File: config.mk
export PLATFORM = sky130hd
export DESIGN_NAME = nsc_ram
export DESIGN_NICKNAME = d
export VERILOG_FILES = /design/src/hw/rtl/nsc_pkg.sv /design/src/hw/rtl/nsc_ram.sv
export SDC_FILE = /design/constraint.sdc
export NUM_CORES = 2
export LEC_CHECK = 0
export BUFFER_PORTS_ARGS = -buffer_cell sky130_fd_sc_hd__buf_2
export CORE_MARGIN = 8
export CORE_UTILIZATION = 45
export DETAILED_ROUTE_END_ITERATION = 6
export PLACE_DENSITY = 0.62
export SYNTH_ARGS = -nofsm -noshare
export SYNTH_HDL_FRONTEND = slang
export SYNTH_SLANG_ARGS = --single-unit
File: constraint.sdc
create_clock -name i_clk -period 8.8 [get_ports i_clk]
set_input_delay 1.76 -clock i_clk [delete_from_list [all_inputs] [get_ports i_clk]]
set_output_delay 1.76 -clock i_clk [all_outputs]
set_load 0.05 [all_outputs]
File: src/hw/rtl/nsc_pkg.sv
// Shared types and constants for the nearest-center search block.
package nsc_pkg;

    localparam int COORD_W    = 24;
    localparam int DIFF_W     = COORD_W + 1;
    localparam int SQ_W       = 2 * COORD_W + 1;
    localparam int DIST_W     = SQ_W + 1;
    localparam int ENTRY_W    = 3 * COORD_W;
    localparam int IDX_IN_W   = 5;
    localparam int IDX_OUT_W  = 5;
    localparam int ACTIVE_W   = 6;
    localparam int DEF_DEPTH  = 32;

    localparam logic CMD_LOAD  = 1'b0;
    localparam logic CMD_QUERY = 1'b1;

    typedef enum logic [1:0] {
        ST_IDLE,
        ST_WALK,
        ST_DRAIN
    } t_state;

    // Flags that travel with each center read through the distance pipeline.
    typedef struct packed {
        logic valid;
        logic first;
        logic last;
    } t_tag;

endpackage

File: src/hw/rtl/nsc_ram.sv
// Generic single-port-write, registered-read RAM.
module nsc_ram #(
    parameter int WIDTH = nsc_pkg::ENTRY_W,
    parameter int DEPTH = nsc_pkg::DEF_DEPTH,
    localparam int AW   = (DEPTH > 1) ? $clog2(DEPTH) : 1
) (
    input  logic             i_clk,
    input  logic             i_we,
    input  logic [AW-1:0]    i_waddr,
    input  logic [WIDTH-1:0] i_wdata,
    input  logic             i_re,
    input  logic [AW-1:0]    i_raddr,
    output logic [WIDTH-1:0] o_rdata
);

    logic [WIDTH-1:0] r_mem [DEPTH];
    logic [WIDTH-1:0] r_rdata;

    always_ff @(posedge i_clk) begin
        if (i_we) begin
            r_mem[i_waddr] <= i_wdata;
        end
        if (i_re) begin
            r_rdata <= r_mem[i_raddr];
        end
    end

    assign o_rdata = r_rdata;

endmodule

== Word-level counts from Yosys, hierarchy flattened ==
Memories as Yosys holds them, arrays and structs flattened. A register that Yosys moved wholly into a read port is not among the register bits.
Index checks and enable logic that the tools add are counted.
Word-level totals
  bits in registers: 0
  logic and storage cells: 3
  bits in writable memories: 2304
  memories: 1
  bits of input ports: 85
  output and inout bits: 72
Memories
  r_mem: words 32, width 72, read ports 1, clocked after Yosys merged registers in 1, write ports 1, line nsc_ram.sv:16  | logic [WIDTH-1:0] r_mem [DEPTH];
Cells by class
  multiplexer cells: 2
Operators by type and width (count)
  1-bit two-way mux: 2

== Longest topological paths before layout ==
  depth in word-level cells: 2
  mapped depth: 9
  gate-level depth less buffers: 4

== Worst setup path before layout ==
OpenSTA, ideal clock, no wires.
  kind: input-to-reg
  start: input i_waddr[1]
  end: memory r_mem[12][0] (netlist name), enable pin
  library setup time: 0.503 ns
  required time: 8.297 ns
  path buffers: 1
  stages on the path: 3
  setup slack: 2.871 ns
  arrival time: 5.426 ns
  path through: or3b_2 -> clkbuf_1 -> nor2_1
RTL lines
  start: declaration: line nsc_ram.sv:9  | input logic [AW-1:0] i_waddr,
  end: declaration: line nsc_ram.sv:16
No word-level cell before the write port.

==> metrics.txt <==
DP Wirelength around 120000 um; Finished Layout Cells roughly 7300; placed instance count around 6900; post-route minimum period 4.41 ns; Clock Skew around 0.036 ns; TritonCTS buffer count approximately 230; R2R Path Start r_mem[3][27]$_DFFE_PP_; FP Rows approximately 160; Cells on Worst Hold Path 4; final-report hold violation count 0; Die Ht about 460 um; initial detailed-routing violation count ~5000; outcome finished clean; htree depth 4; YS warnings 0; filler instances roughly 16000; Seq/Total Area, Yosys roughly four fifths; DRC viols 0; Slew @ Worst Pin around 1.3 ns; share of cells above drive strength 1 roughly a fifth; HP Start r_mem[26][59]$_DFFE_PP_; IO Port Bufs 156; Hold Buf Count CTS 0; maximum clock insertion buffer count 3; Design Power 23000 uW; Synth Register Bits 2376; Syn Inst Count between 4000 and 5000; Startpoint Class primary input; Clk Latency, worst-skew pair ~0.86 ns; GRT overflow 0; DRT antenna net count 0; Post-layout nets 4543; initial core utilization a little under half; # clock sinks 2376; Vias roughly 44000; dpl cell area roughly 94000 um^2; Hold Path End o_rdata[59]$_DFFE_PP_; Post-Route WL ~230000 um; r2r setup slk approximately 7 ns; Critical R2R Capture o_rdata[27]$_DFFE_PP_; unrepaired setup endpoints after global routing false; CTS tree done; Worst slew margin about 16%; Max rail drop VDD about 190 uV; root buf cell clkbuf_16; WL/cell about 32 um; post-synthesis cell type count 31; Worst Setup End Kind flop; Die ar. about 210000 um^2; final setup fails 0; hold crit path type reg2reg; Design Area, Final roughly 100000 um^2; R2R cell count 4; required time worst endpoint between 9 and 10 ns; Die Wd roughly 460 um; setup bufs post-CTS 0; pin count of the biggest net entering global routing about 130; IO Count approximately 160; Leakage ~0.033 uW; commonest non-fill, non-tap cell in the layout edfxtp_1; core area between 150000 and 200000 um^2; Gates resized, CTS repair 0; initial antenna violation count 23; worst-path fanout max between 100 and 150; final period utilization 50.1%; Reg clk slew, reported paths 0.06 ns; setup_tns 0 ns; final RePlAce weighted congestion between 0.7 and 0.8; critical path arrival 5.01 ns; Slew Limit Fails 0; total track usage a little over a fifth; Net Count, Synth 4293; number of global-route vias before repair 44100; commonest cells after routing, fill and taps aside edfxtp_1, mux2i_1, a22oi_1; Mapped Area between 80000 and 90000 um^2; first drt pass iteration count 5; global-route wire length before repair 328000 um; P&R area growth vs syn 12.3%; Via density between 6 and 7; Power Dens Cells roughly 230 nW/um^2; kind of critical path in2reg; max-cap viol count 0; Mean Syn Cell Area about 21 um^2; maximum clock rate between 200 and 250 MHz
metal layers:
layer,part of all wire (%),vias to the layer above,track usage [%]
li1,-,18200,-
met1,41,23700,29.1
met2,49,1757,35.2
met3,7.0,323,3.50
met4,2.1,8,4.78
met5,0.019,-,0
layout make-up:
cell class,count,area [um^2],area share (%)
flip-flops and latches,2376,71300,70.7
clock buffers,296,5940,5.89
clock inverters,116,985,0.976
multi-input cells,1595,17500,17.4
diodes,9,22.5,0.0223
repair buffers,258,1720,1.71
well taps,2656,3320,3.29
synthesized netlist by cell type:
| library cell | count | share of area [%] |
|---|---|---|
| edfxtp_1 | 2376 | 79 |
| mux2i_1 | 560 | 6.2 |
| a22oi_1 | 367 | 3.1 |
| mux4_2 | 296 | 7.4 |
| nand3_1 | 138 | 0.77 |
| clkbuf_1 | 100 | 0.42 |
| buf_2 | 81 | 0.45 |
| a22o_1 | 45 | 0.44 |
| a31oi_1 | 39 | 0.27 |
| nor2_1 | 39 | 0.16 |
| buf_6 | 28 | 0.35 |
| nand4_1 | 27 | 0.19 |
| buf_4 | 21 | 0.18 |
| nor2b_1 | 19 | 0.13 |
| and2_1 | 9 | 0.063 |
| nand2_1 | 9 | 0.038 |
| buf_1 | 7 | 0.029 |
| a21oi_1 | 6 | 0.033 |
| a221oi_1 | 6 | 0.058 |
| o211ai_1 | 6 | 0.050 |
| o21ai_0 | 6 | 0.033 |
| nand3b_1 | 5 | 0.042 |
| nor3_1 | 3 | 0.017 |
| or3b_2 | 3 | 0.029 |
| a2bb2oi_1 | 2 | 0.020 |
| and2_0 | 2 | 0.014 |
| and3_1 | 2 | 0.014 |
| and3b_1 | 2 | 0.020 |
| nor2_2 | 2 | 0.014 |
| nor3b_2 | 1 | 0.014 |
| or3_1 | 1 | 0.0070 |
where the power goes:
part | switching [uW] | internal (uW) | total [uW]
Clock | 4160 | 5020 | 9180
Sequential | 63.9 | 12600 | 12700
Combinational | 793 | 362 | 1160
Total | 5010 | 18000 | 23000
critical path, cell delays in order:
cell	delay (ns)
buf_8	0.43
buf_12	0.71
buf_4	0.76
mux4_2	0.59
a22o_1	0.25
a31oi_1	0.17
nand3_1	0.09
per-stage QoR:
| step | worst slack, ns | hold WS (ns) | utilization, % |
|---|---|---|---|
| after floorplan | 2.87 | 0.636 | - |
| after global placement | 3.46 | 0.675 | 47.2 |
| after detailed placement | 3.43 | 0.673 | 47.2 |
| after CTS | 4.39 | 0.702 | 50.7 |
| after global routing | 4.13 | 0.750 | 50.7 |
| final | 4.39 | 0.701 | 50.7 |
registers in the layout, summed over array words and instances (netlist names):
| signal | cells |
|---|---|
| o_rdata | 72 |
| r_mem | 2304 |
cells by family after synthesis:
group                  count (synthesis)  share of synthesized area (%)
multiplexers                         856                           13.7
buffers and inverters                237                           1.42
AND/OR/NAND/NOR                      262                           1.52
flip-flops                          2376                           79.4
AO/OA/AOI/OAI                        477                           3.97
worst max-delay path by stage:
stage | from | to
after floorplan | i_waddr[1] | r_mem[12][0]$_DFFE_PP_
after global placement | i_raddr[0] | o_rdata[38]$_DFFE_PP_
after detailed placement | i_raddr[0] | o_rdata[31]$_DFFE_PP_
after CTS | i_raddr[0] | o_rdata[31]$_DFFE_PP_
after global routing | i_raddr[0] | o_rdata[57]$_DFFE_PP_
final | i_raddr[0] | o_rdata[65]$_DFFE_PP_
(Power assumes the default switching activity.)
